==> config.mk <==
export PLATFORM = sky130hd
export DESIGN_NAME = hall_speed_angle_estimator_core
export DESIGN_NICKNAME = d
export VERILOG_FILES = /design/src/rtl/core/hsae_pkg.sv /design/src/rtl/core/hall_speed_angle_estimator_core.sv
export VERILOG_INCLUDE_DIRS = /design/src /design/src/rtl/core
export SDC_FILE = /design/constraint.sdc
export NUM_CORES = 1
export LEC_CHECK = 0
export BUFFER_PORTS_ARGS = -buffer_cell sky130_fd_sc_hd__buf_2
export CORE_MARGIN = 10
export CORE_UTILIZATION = 50
export CTS_CLUSTER_SIZE = 8
export DETAILED_ROUTE_END_ITERATION = 12
export PLACE_DENSITY = 0.74
export SYNTH_ARGS = -nofsm -noshare
export SYNTH_HDL_FRONTEND = slang
export SYNTH_SLANG_ARGS = --single-unit
==> constraint.sdc <==
create_clock -name clk -period 9.25 [get_ports clk]
set_clock_uncertainty 0.05 [all_clocks]
set_input_delay 0 -clock clk [delete_from_list [all_inputs] [get_ports clk]]
set_output_delay 0 -clock clk [all_outputs]
set_load 0.01 [all_outputs]
==> src/rtl/core/hall_speed_angle_estimator_core_defines.svh <==
// ----------------------------------------------------------------------------
// hall speed and angle estimator assertion macros
// shared concurrent assertion forms, clocked on clk; HSAE_ASSERT is disabled while rst_n is low
// ----------------------------------------------------------------------------
`ifndef HALL_SPEED_ANGLE_ESTIMATOR_CORE_DEFINES_SVH
`define HALL_SPEED_ANGLE_ESTIMATOR_CORE_DEFINES_SVH

// property checked only outside reset
`define HSAE_ASSERT(label, prop, msg) \
    label: assert property (@(posedge clk) disable iff (!rst_n) prop) else $error(msg);

// property checked at every edge, reset included
`define HSAE_ASSERT_ALWAYS(label, prop, msg) \
    label: assert property (@(posedge clk) prop) else $error(msg);

`endif

==> src/rtl/core/hsae_pkg.sv <==
// ----------------------------------------------------------------------------
// hsae_pkg
// constants, register indexes and lookup functions of the hall estimator
// ----------------------------------------------------------------------------
package hsae_pkg;

    // data and field widths
    localparam int DATA_W          = 32;
    localparam int SECTOR_W        = 3;
    localparam int ANGLE_W         = 20;
    localparam int FINE_W          = 17;
    localparam int COUNT_WIDTH_DEF = 24;
    localparam int IN_TDATA_W      = 8;
    localparam int OUT_TDATA_W     = 56;
    localparam int CFG_INDEX_W     = 1;

    // config register indexes
    localparam logic [CFG_INDEX_W-1:0] REG_SAMPLE_PERIOD   = 1'b0;
    localparam logic [CFG_INDEX_W-1:0] REG_SPEED_NUMERATOR = 1'b1;

    // config reset values
    localparam logic [DATA_W-1:0] SAMPLE_PERIOD_RST   = 32'd429497;
    localparam logic [DATA_W-1:0] SPEED_NUMERATOR_RST = 32'd85786420;

    // pi/3 in Q.16 radians
    localparam logic [FINE_W-1:0] ANG_PI3 = 17'd68629;

    // hall code a*4 + b*2 + c to sector, 0 for codes 0 and 7
    function automatic logic [SECTOR_W-1:0] decode_sector(input logic [2:0] code);
        logic [SECTOR_W-1:0] s;
        case (code)
            3'd4:    s = 3'd1;
            3'd6:    s = 3'd2;
            3'd2:    s = 3'd3;
            3'd3:    s = 3'd4;
            3'd1:    s = 3'd5;
            3'd5:    s = 3'd6;
            default: s = 3'd0;
        endcase
        return s;
    endfunction

    // coarse angle (sector - 1) * pi/3 - pi/6
    function automatic logic signed [ANGLE_W-1:0] coarse_angle(input logic [SECTOR_W-1:0] s);
        logic signed [ANGLE_W-1:0] a;
        case (s)
            3'd0:    a = -20'sd102944;
            3'd1:    a = -20'sd34315;
            3'd2:    a = 20'sd34314;
            3'd3:    a = 20'sd102943;
            3'd4:    a = 20'sd171572;
            3'd5:    a = 20'sd240201;
            3'd6:    a = 20'sd308830;
            default: a = 20'sd0;
        endcase
        return a;
    endfunction

endpackage

==> src/rtl/core/hall_speed_angle_estimator_core.sv <==
// ----------------------------------------------------------------------------
// hall_speed_angle_estimator_core
// hall sector decode, speed estimate and interpolated rotor angle
// ----------------------------------------------------------------------------
// One item per sample tick gives one result item. The result is loaded into
// the output register in the finish step, after the prepare and multiply
// steps and, on a tick that updates the speed, the divide step before them.
// The next item is accepted only once the block is back in idle. The speed is
// a 32-step restoring divider that takes one quotient bit a cycle, and the
// trapezoid increment is a 32-step shift-add multiplier that takes one bit of
// the sample period a cycle. The result sits in an output register so a
// stalled output does not hold up the next item's work; only a result still
// waiting there holds the next item in its finish step.
// ----------------------------------------------------------------------------
`include "hall_speed_angle_estimator_core_defines.svh"

module hall_speed_angle_estimator_core #(
    parameter int COUNT_WIDTH = hsae_pkg::COUNT_WIDTH_DEF
) (
    input  logic                                clk,
    input  logic                                rst_n,
    // input item: [0] hall_a, [1] hall_b, [2] hall_c
    input  logic                                s_tvalid,
    output logic                                s_tready,
    input  logic [hsae_pkg::IN_TDATA_W-1:0]     s_tdata,
    // result item: [2:0] sector, [34:3] speed, [54:35] rotor_angle
    output logic                                m_tvalid,
    input  logic                                m_tready,
    output logic [hsae_pkg::OUT_TDATA_W-1:0]    m_tdata,
    // config write
    input  logic                                cfg_valid,
    output logic                                cfg_ready,
    input  logic [hsae_pkg::CFG_INDEX_W-1:0]    cfg_index,
    input  logic [hsae_pkg::DATA_W-1:0]         cfg_data
);

    import hsae_pkg::*;

    localparam int CNT_W = $clog2(DATA_W);
    localparam logic [CNT_W-1:0] LAST_BIT = CNT_W'(DATA_W - 1);
    localparam logic [COUNT_WIDTH-1:0] COUNT_MAX = '1;

    typedef enum logic [4:0] {
        ST_IDLE = 5'b00001,
        ST_DIV  = 5'b00010,
        ST_PREP = 5'b00100,
        ST_MUL  = 5'b01000,
        ST_FIN  = 5'b10000
    } state_t;

    state_t                     state_reg, state_next;
    logic [DATA_W-1:0]          period_reg, period_next;
    logic [DATA_W-1:0]          numer_reg, numer_next;
    logic [COUNT_WIDTH-1:0]     sample_count_reg, sample_count_next;
    logic                       change_reg, change_next;
    logic [SECTOR_W-1:0]        last_sector_reg, last_sector_next;
    logic [FINE_W-1:0]          sector_angle_reg, sector_angle_next;
    logic [DATA_W-1:0]          last_speed_reg, last_speed_next;
    logic [DATA_W-1:0]          speed_reg, speed_next;
    logic [FINE_W-1:0]          base_reg, base_next;
    logic [DATA_W-1:0]          quot_reg, quot_next;
    logic [COUNT_WIDTH-1:0]     rem_reg, rem_next;
    logic [COUNT_WIDTH-1:0]     divisor_reg, divisor_next;
    logic [CNT_W-1:0]           bit_cnt_reg, bit_cnt_next;
    logic [DATA_W:0]            sum_reg, sum_next;
    logic [DATA_W-1:0]          mpl_reg, mpl_next;
    logic [DATA_W:0]            acc_reg, acc_next;
    logic [2:0]                 low_reg, low_next;
    logic                       out_valid_reg, out_valid_next;
    logic [SECTOR_W-1:0]        out_sector_reg, out_sector_next;
    logic [DATA_W-1:0]          out_speed_reg, out_speed_next;
    logic [ANGLE_W-1:0]         out_angle_reg, out_angle_next;

    logic                       in_fire;
    logic [SECTOR_W-1:0]        in_sector;
    logic [COUNT_WIDTH-1:0]     count_inc;
    logic                       sector_changed;
    logic                       do_div;
    logic [COUNT_WIDTH:0]       div_shift;
    logic [COUNT_WIDTH:0]       div_diff;
    logic                       div_ge;
    logic [DATA_W+1:0]          mul_sum;
    logic [DATA_W+3:0]          step;
    logic                       step_over;
    logic [FINE_W:0]            fine_sum;
    logic [FINE_W-1:0]          fine;
    logic                       out_free;

    assign s_tready  = (state_reg == ST_IDLE);
    assign cfg_ready = 1'b1;
    assign m_tvalid  = out_valid_reg;
    assign m_tdata   = {1'b0, out_angle_reg, out_speed_reg, out_sector_reg};

    // input decode and sample count
    assign in_fire        = s_tvalid && s_tready;
    assign in_sector      = decode_sector({s_tdata[0], s_tdata[1], s_tdata[2]});
    assign count_inc      = (sample_count_reg == COUNT_MAX) ? sample_count_reg
                                                            : sample_count_reg + 1'b1;
    assign sector_changed = (in_sector != last_sector_reg);
    assign do_div         = sector_changed && change_reg;

    // restoring divide step, one quotient bit
    assign div_shift = {rem_reg, quot_reg[DATA_W-1]};
    assign div_diff  = div_shift - {1'b0, divisor_reg};
    assign div_ge    = (div_shift >= {1'b0, divisor_reg});

    // shift-add multiply step, one period bit
    assign mul_sum = {1'b0, acc_reg} + (mpl_reg[0] ? {1'b0, sum_reg} : '0);

    // trapezoid increment is product >> 29, fine angle clamped at pi/3
    assign step      = {acc_reg, low_reg};
    assign step_over = (step > (DATA_W+4)'(ANG_PI3));
    assign fine_sum  = {1'b0, base_reg} + step[FINE_W:0];
    assign fine      = (step_over || (fine_sum > {1'b0, ANG_PI3})) ? ANG_PI3
                                                                   : fine_sum[FINE_W-1:0];
    assign out_free  = !out_valid_reg || m_tready;

    // next state and datapath
    always_comb
    begin
        state_next        = state_reg;
        period_next       = period_reg;
        numer_next        = numer_reg;
        sample_count_next = sample_count_reg;
        change_next       = change_reg;
        last_sector_next  = last_sector_reg;
        sector_angle_next = sector_angle_reg;
        last_speed_next   = last_speed_reg;
        speed_next        = speed_reg;
        base_next         = base_reg;
        quot_next         = quot_reg;
        rem_next          = rem_reg;
        divisor_next      = divisor_reg;
        bit_cnt_next      = bit_cnt_reg;
        sum_next          = sum_reg;
        mpl_next          = mpl_reg;
        acc_next          = acc_reg;
        low_next          = low_reg;
        out_valid_next    = out_valid_reg;
        out_sector_next   = out_sector_reg;
        out_speed_next    = out_speed_reg;
        out_angle_next    = out_angle_reg;

        // config writes
        if (cfg_valid && cfg_ready)
        begin
            case (cfg_index)
                REG_SAMPLE_PERIOD:   period_next = cfg_data;
                REG_SPEED_NUMERATOR: numer_next  = cfg_data;
                default:             ;
            endcase
        end

        // result taken
        if (out_valid_reg && m_tready)
        begin
            out_valid_next = 1'b0;
        end

        case (state_reg)
            ST_IDLE:
            begin
                if (in_fire)
                begin
                    last_sector_next  = in_sector;
                    speed_next        = last_speed_reg;
                    base_next         = sector_changed ? '0 : sector_angle_reg;
                    sample_count_next = count_inc;
                    bit_cnt_next      = '0;
                    if (sector_changed)
                    begin
                        change_next = !change_reg;
                    end
                    if (do_div)
                    begin
                        sample_count_next = '0;
                        divisor_next      = count_inc;
                        quot_next         = numer_reg;
                        rem_next          = '0;
                        state_next        = ST_DIV;
                    end
                    else
                    begin
                        state_next = ST_PREP;
                    end
                end
            end
            ST_DIV:
            begin
                quot_next    = {quot_reg[DATA_W-2:0], div_ge};
                rem_next     = div_ge ? div_diff[COUNT_WIDTH-1:0]
                                      : div_shift[COUNT_WIDTH-1:0];
                bit_cnt_next = bit_cnt_reg + 1'b1;
                if (bit_cnt_reg == LAST_BIT)
                begin
                    speed_next = {quot_reg[DATA_W-2:0], div_ge};
                    state_next = ST_PREP;
                end
            end
            ST_PREP:
            begin
                sum_next     = {1'b0, speed_reg} + {1'b0, last_speed_reg};
                mpl_next     = period_reg;
                acc_next     = '0;
                low_next     = '0;
                bit_cnt_next = '0;
                state_next   = ST_MUL;
            end
            ST_MUL:
            begin
                acc_next     = mul_sum[DATA_W+1:1];
                low_next     = {mul_sum[0], low_reg[2:1]};
                mpl_next     = mpl_reg >> 1;
                bit_cnt_next = bit_cnt_reg + 1'b1;
                if (bit_cnt_reg == LAST_BIT)
                begin
                    state_next = ST_FIN;
                end
            end
            ST_FIN:
            begin
                if (out_free)
                begin
                    sector_angle_next = fine;
                    last_speed_next   = speed_reg;
                    out_valid_next    = 1'b1;
                    out_sector_next   = last_sector_reg;
                    out_speed_next    = speed_reg;
                    out_angle_next    = coarse_angle(last_sector_reg)
                                      + $signed({3'b000, fine});
                    state_next        = ST_IDLE;
                end
            end
            default:
            begin
                state_next = ST_IDLE;
            end
        endcase
    end

    // control and state registers
    always_ff @(posedge clk or negedge rst_n)
    begin
        if (!rst_n)
        begin
            state_reg        <= ST_IDLE;
            period_reg       <= SAMPLE_PERIOD_RST;
            numer_reg        <= SPEED_NUMERATOR_RST;
            sample_count_reg <= '0;
            change_reg       <= 1'b0;
            last_sector_reg  <= '0;
            sector_angle_reg <= '0;
            last_speed_reg   <= '0;
            bit_cnt_reg      <= '0;
            out_valid_reg    <= 1'b0;
        end
        else
        begin
            state_reg        <= state_next;
            period_reg       <= period_next;
            numer_reg        <= numer_next;
            sample_count_reg <= sample_count_next;
            change_reg       <= change_next;
            last_sector_reg  <= last_sector_next;
            sector_angle_reg <= sector_angle_next;
            last_speed_reg   <= last_speed_next;
            bit_cnt_reg      <= bit_cnt_next;
            out_valid_reg    <= out_valid_next;
        end
    end

    // datapath registers
    always_ff @(posedge clk)
    begin
        speed_reg      <= speed_next;
        base_reg       <= base_next;
        quot_reg       <= quot_next;
        rem_reg        <= rem_next;
        divisor_reg    <= divisor_next;
        sum_reg        <= sum_next;
        mpl_reg        <= mpl_next;
        acc_reg        <= acc_next;
        low_reg        <= low_next;
        out_sector_reg <= out_sector_next;
        out_speed_reg  <= out_speed_next;
        out_angle_reg  <= out_angle_next;
    end

    // checks
    `HSAE_ASSERT_ALWAYS(a_fine_angle_clamped,
        sector_angle_reg <= ANG_PI3,
        "fine angle above pi/3")
    `HSAE_ASSERT(a_accept_leaves_idle,
        in_fire |=> !s_tready,
        "block took item but stayed idle")
    `HSAE_ASSERT(a_speed_update_clears_count,
        (in_fire && do_div) |=> (sample_count_reg == '0),
        "sample count not cleared on speed update")
    `HSAE_ASSERT(a_result_from_finish,
        $rose(out_valid_reg) |-> $past(state_reg == ST_FIN),
        "result loaded outside finish step")

endmodule

**After elaboration in Yosys (flattened, before gate mapping)**

Cells that the tools add are included.
Widths: inputs -> output; s select.

- Logic and storage cells: 112
- Bits of input ports: 46
- Output and inout port bits: 59
- Register bits after elaboration: 437

- Add/sub/neg operators: 7
- $lt $le $gt $ge: 3
- Multiplexer cells: 32
- Reduce and logical (&&, ||, !) cells: 22
- Equal/unequal tests: 25
- Bitwise gates (word level): 1

Operators by type and width:

| operator | number |
|---|---|
| $pmux 32 s2 | 3 |
| $pmux 20 s7 | 1 |
| $mux 32 | 4 |
| $mux 24 | 5 |
| $pmux 33 s2 | 1 |
| $pmux 24 s2 | 1 |
| $mux 20 | 2 |
| $gt 36x17->1 const B | 1 |
| $add 33x33->34 | 1 |
| $add 32x32->33 | 1 |
| $mux 33 | 1 |
| $ge 25x24->1 | 1 |
| $mux 5 | 5 |
| $pmux 5 s5 | 1 |
| $add 24x1->24 const B | 1 |
| $eq 24x24->1 const B | 1 |
| $sub 24x24->24 | 1 |
| $add 20x18->20 | 1 |
| $add 17x18->18 | 1 |
| $eq 3x3->1 const B | 6 |
| $gt 18x17->1 const B | 1 |
| $pmux 3 s6 | 1 |
| $mux 17 | 1 |
| $pmux 5 s3 | 1 |
| 25 further kinds | 47 |

**Longest topological paths before layout**

- Depth after elaboration: 7
- Gate-level depth with buffers: 25
- Depth with buffers taken out: 24

**Least setup slack after synthesis**

OpenSTA, ideal clock, no wires.

- Path type: reg2reg
- Start point: register last_sector_reg[0]
- End point: register quot_reg[0] (enable)
- Required time: 8653 ps
- Cell stages (with the launch flop): 11
- Setup time: 547 ps
- Setup slack: 2956 ps
- Arrival time: 5696 ps
- Cell sequence: dfrtp_1 clkbuf_1 xor2_1 or3_1 a21oi_1 nor3_1 a21oi_1 clkbuf_1 nand2b_1 clkbuf_1 o21ai_0

- Longest elaborated chain between the ends: 4

Ends and longest elaborated chain:

| element | RTL line | source |
|---|---|---|
| from (decl) | hall_speed_angle_estimator_core.sv:56 | `logic [SECTOR_W-1:0] last_sector_reg, last_sector_next;` |
| from (signal assigned) | hall_speed_angle_estimator_core.sv:264 | `last_sector_reg <= last_sector_next;` |
| $ne 3x3->1 | hall_speed_angle_estimator_core.sv:99 | `assign sector_changed = (in_sector != last_sector_reg);` |
| $logic_and 1x1->1 | hall_speed_angle_estimator_core.sv:100 | `assign do_div = sector_changed && change_reg;` |
| $ne 2x1->1 (no source line) | - |  |
| $reduce_and 3->1 (no source line) | - |  |
| to (signal assigned) | hall_speed_angle_estimator_core.sv:277 | `quot_reg <= quot_next;` |
| to (decl) | hall_speed_angle_estimator_core.sv:61 | `logic [DATA_W-1:0] quot_reg, quot_next;` |

Every way passes these cells.
A chain may end at the register's enable or synchronous reset.

**Final worst setup path**

- Start point: register base_reg[0]
- End point: register out_angle_reg[18], data pin

- Longest elaborated chain between the ends: 5

Ends and longest elaborated chain:

| element | RTL line | source |
|---|---|---|
| from (decl) | hall_speed_angle_estimator_core.sv:60 | `logic [FINE_W-1:0] base_reg, base_next;` |
| from (signal assigned) | hall_speed_angle_estimator_core.sv:276 | `base_reg <= base_next;` |
| $add 17x18->18 (*) | hall_speed_angle_estimator_core.sv:113 | `assign fine_sum = {1'b0, base_reg} + step[FINE_W:0];` |
| $gt 18x17->1 | hall_speed_angle_estimator_core.sv:114 | `assign fine = (step_over \|\| (fine_sum > {1'b0, ANG_PI3})) ? ANG_PI3` |
| $logic_or 1x1->1 | hall_speed_angle_estimator_core.sv:114 |  |
| $mux 17 (*) | hall_speed_angle_estimator_core.sv:114 |  |
| via fine[0] | hall_speed_angle_estimator_core.sv:86 | `logic [FINE_W-1:0] fine;` |
| $add 20x18->20 (*) | hall_speed_angle_estimator_core.sv:230 | `+ $signed({3'b000, fine});` |
| to (signal assigned) | hall_speed_angle_estimator_core.sv:286 | `out_angle_reg <= out_angle_next;` |
| to (decl) | hall_speed_angle_estimator_core.sv:72 | `logic [ANGLE_W-1:0] out_angle_reg, out_angle_next;` |

The timed path passes the listed nets; every way through them passes the cells marked *.

==> metrics.log <==
[metrics] Max-cap violations: 0
[metrics] Antenna Cells: 0
[metrics] Setup TNS: 0 ns
[metrics] cell area after synthesis: 0.02318 mm^2
[metrics] switching portion of total power: 0.3514
[metrics] proportion of register bits with asynchronous set or reset after synthesis: 0.3478
[metrics] maximum number of pins on one net before global-route repair: 88
[metrics] share of synthesized area occupied by flip-flops and latches: 0.5347
[metrics] synthesized area per cell: 10.52 um^2
[metrics] relative slew slack: 0.2157
[metrics] root buffer cell: clkbuf_16
[metrics] core area: 0.04558 mm^2
[metrics] fraction of final layout cells sized beyond drive strength 1: 0.1328
[metrics] Clock H-tree levels: 2
[metrics] Startpoint Class: register
[metrics] most used flip-flop cell after synthesis: edfxtp_1
[metrics] Max Root-Sink Buffers: 3
[metrics] number of antenna violations at the first check in global routing: 0
[metrics] flop and latch count out of synthesis: 437
[metrics] Global Route met1 Usage: 0.2450
[metrics] gr usage total: 0.1856
[metrics] M3 GR Usage: 0.02949
[metrics] most common cell after layout, fill and taps aside: nand2_1
[metrics] detailed router's first-iteration violation count: 1280
[metrics] worst voltage drop across the vdd grid: 176.6 uV
[metrics] Critical Path, Cell by Cell: ha_1 -> fa_1 -> xor2_1 -> nand2_1 -> or3b_2 -> a2111oi_0 -> a311o_1 -> a21oi_1 -> buf_4 -> or3_1 -> ha_1 -> fa_1 -> a21o_1 -> a21oi_1 -> o21bai_1 -> a21oi_1 -> nor2b_1 -> or3_1 -> a221oi_1 -> o31ai_1 -> o41ai_1 -> mux2i_1
[metrics] via count of the first global-routing pass: 16696
[metrics] largest cells by area after synthesis: edfxtp_1 37%, dfrtp_1 13%, nand2_1 7.8%, ha_1 6.8%, mux2_2 3.7%
[metrics] switching power: 2.668 mW
[metrics] fin util: 0.5836
[metrics] Worst Hold Class: primary input to register
[metrics] net total in the final layout: 2529
[metrics] Area growth syn-to-layout: 14.73%
[metrics] quantity of gates resized following cts: 0
[metrics] share of the synthesized area in the top cell type: 0.3691
[metrics] YS warnings: 0
[metrics] met2 track demand over resource: 0.3044
[metrics] grt ovf: 0
[metrics] Detailed Routing Iterations Pass 1: 7
[metrics] Tcrit/Tclk final: 0.7018
[metrics] Core Rows: 78
[metrics] type of the worst setup path: register to register
[metrics] number of hold violations in the final report: 0
[metrics] sequential power share: 0.385
[metrics] final number of max-transition violations: 0
[metrics] final critical path time including I/O delays and setup: 6.492 ns
[metrics] biggest area consumer among synthesized cells: edfxtp_1
[metrics] cell with the most instances on the worst path: a21oi_1
[metrics] Post-Syn Instances: 2203
[metrics] Crit path required time: 9.55 ns
[metrics] chip height: 235.3 um
[metrics] die extent in x: 235.3 um
[metrics] number of distinct library cells after synthesis: 80
[metrics] delay of the slowest cell on the worst path: 0.49 ns
[metrics] CP max FO: 11
[metrics] io pins: 105
[metrics] Worst-Margin Slew: 1.175 ns
[metrics] Num CTS Buffers: 60
[metrics] CTS tree: built
[metrics] most used cells in the layout excluding fill and tap cells: 482 x nand2_1, 285 x edfxtp_1, 141 x nor2_1
[metrics] run status: finished, final reports clean
[metrics] maximum achievable frequency: 154.0 MHz
[metrics] Detailed Route WL: 53.12 mm
[metrics] Max stage delay cell, worst path: a2111oi_0
[metrics] Static Leakage: 11.42 nW
[metrics] reg2reg setup slack: 2.76 ns
[metrics] sum of internal, switching and leakage power: 7.592 mW
[metrics] Most Used Layer, Global Route: met2
[metrics] kind of capture point of the worst setup path: register
[metrics] wire length of the first global-routing pass: 86.08 mm
[metrics] Port Buffers: 97
[metrics] P per Cell Area: 285.4 mW/mm^2
[metrics] part of the total power dissipated in the clock network: 0.272
[metrics] final RePlAce weighted congestion: 0.8582
[metrics] clock slew at reported path FFs: 0.06 ns
[metrics] DRT antenna net count: 0
[metrics] initial cell density of the core: 0.5087
[metrics] Int Power: 4.924 mW
[metrics] total die area: 0.05538 mm^2
[metrics] HPWL after DPL: 35.97 mm
[metrics] detailed-route DRC error count: 0
[metrics] number of failing setup endpoints in the final timing report: 0
[metrics] setup repair after global routing missed its margin: false
[metrics] post-synth net total: 2380
[metrics] count of buffers added by post-CTS timing repair for setup: 0
[metrics] detailed-route vias per instance: 5.623
[metrics] crit path DAT: 6.79 ns
[metrics] Avg WL per Cell: 17.69 um
[metrics] CTS sink count: 437
[metrics] vias after detailed routing: 16885
[metrics] clock insertion delay at the later pin of the skew report: 0.64 ns
[metrics] combinational share of power: 0.343
[metrics] number of enable flip-flop cells after synthesis: 285
==> repair_timing <==
item,CTS,global route
endpoints found under the setup margin,0,0
hold endpoints to repair,164,0
hold buffers,46,0
==> cells by family after synthesis <==
group,share of synthesized area
DFF,0.5347
other,0.0003239
AOI/OAI and AO/OA,0.1033
xor gates and xnor gates,0.04533
adders and majority gates,0.07318
muxes,0.04425
and+or+nand+nor,0.1739
buffers and inverters,0.02499
==> worst paths after layout <==
check / from / end / cells after the start
hold reg to reg: sector_angle_reg[14] / sector_angle_reg[14] / 2
setup reg to reg: base_reg[0] / out_angle_reg[18] / 22
max in group asynchronous: rst_n / period_reg[2] / 4
hold / removal: cfg_data[6] / period_reg[6] / 3
setup / recovery: base_reg[0] / out_angle_reg[18] / 22
min in group asynchronous: rst_n / bit_cnt_reg[1] / 3
==> power by group through the flow <==
stage | combinational [mW] | clock [mW] | sequential [mW]
global placement | 2.46 | 0 | 2.93
global route | 2.90 | 2.19 | 2.96
CTS | 2.59 | 2.10 | 2.92
detailed placement | 2.54 | 0 | 2.95
floorplan | 1.98 | 0 | 2.85
finish | 2.61 | 2.06 | 2.92
==> cell type report <==
class                      count  area [um^2]
fill                        3675        18980
timing repair buffer         162         1112
clock buffer                 110         1689
sequential                   437        12400
multi-input combinational   1615        10270
tap                          600        750.7
clock inverter                 3        90.09
inverter                      76        287.8
==> cells in the mapped netlist, types with 7 or more instances <==
master / n
a211oi_1: 17
a21boi_0: 8
a21o_1: 36
a21oi_1: 84
a22o_1: 8
a31oi_1: 12
and2_1: 59
and3_1: 16
buf_1: 11
clkbuf_1: 58
dfrtp_1: 124
dfstp_2: 28
edfxtp_1: 285
ha_1: 126
inv_1: 76
mux2_2: 76
mux2i_1: 17
nand2_1: 483
nand2b_1: 25
nand3_1: 39
nand4_1: 15
nor2_1: 142
nor2b_1: 17
nor3_1: 37
nor4_1: 17
o21a_1: 18
o21ai_0: 94
o22ai_1: 7
o31ai_1: 14
or3_1: 15
xnor2_1: 71
xor2_1: 49
==> through the flow <==
stage | hold slack [ns] | cells | setup WS, ns | instance area [um^2]
CTS | 0.07196 | 3003 | 2.818 | 26600
global placement | 0.05236 | 2844 | 3.000 | 24340
detailed placement | 0.06320 | 2844 | 2.850 | 24340
finish | 0.1166 | 3003 | 2.758 | 26600
global route | 0.09213 | 3003 | 2.444 | 26600
floorplan | -0.3456 | 2203 | 2.956 | 23180
==> routing by layer <==
metal,part of all wire,vias to the layer above
li1,-,8127
met1,0.45,8211
met2,0.47,443
met3,0.050,104
met4,0.028,0
met5,0,-
==> critical path, delay by kind of cell, from the launching register on <==
family                   cells  cell delay (ns)
AND/OR/NAND/NOR              5             1.37
multiplexers                 1             0.14
XOR/XNOR                     1             0.21
flip-flops                   1             0.38
buffers and inverters        1             0.19
AO/OA/AOI/OAI               10             2.59
adder cells (fa/ha/maj)      4             1.31
No activity file was read; power rests on OpenSTA's default activity.
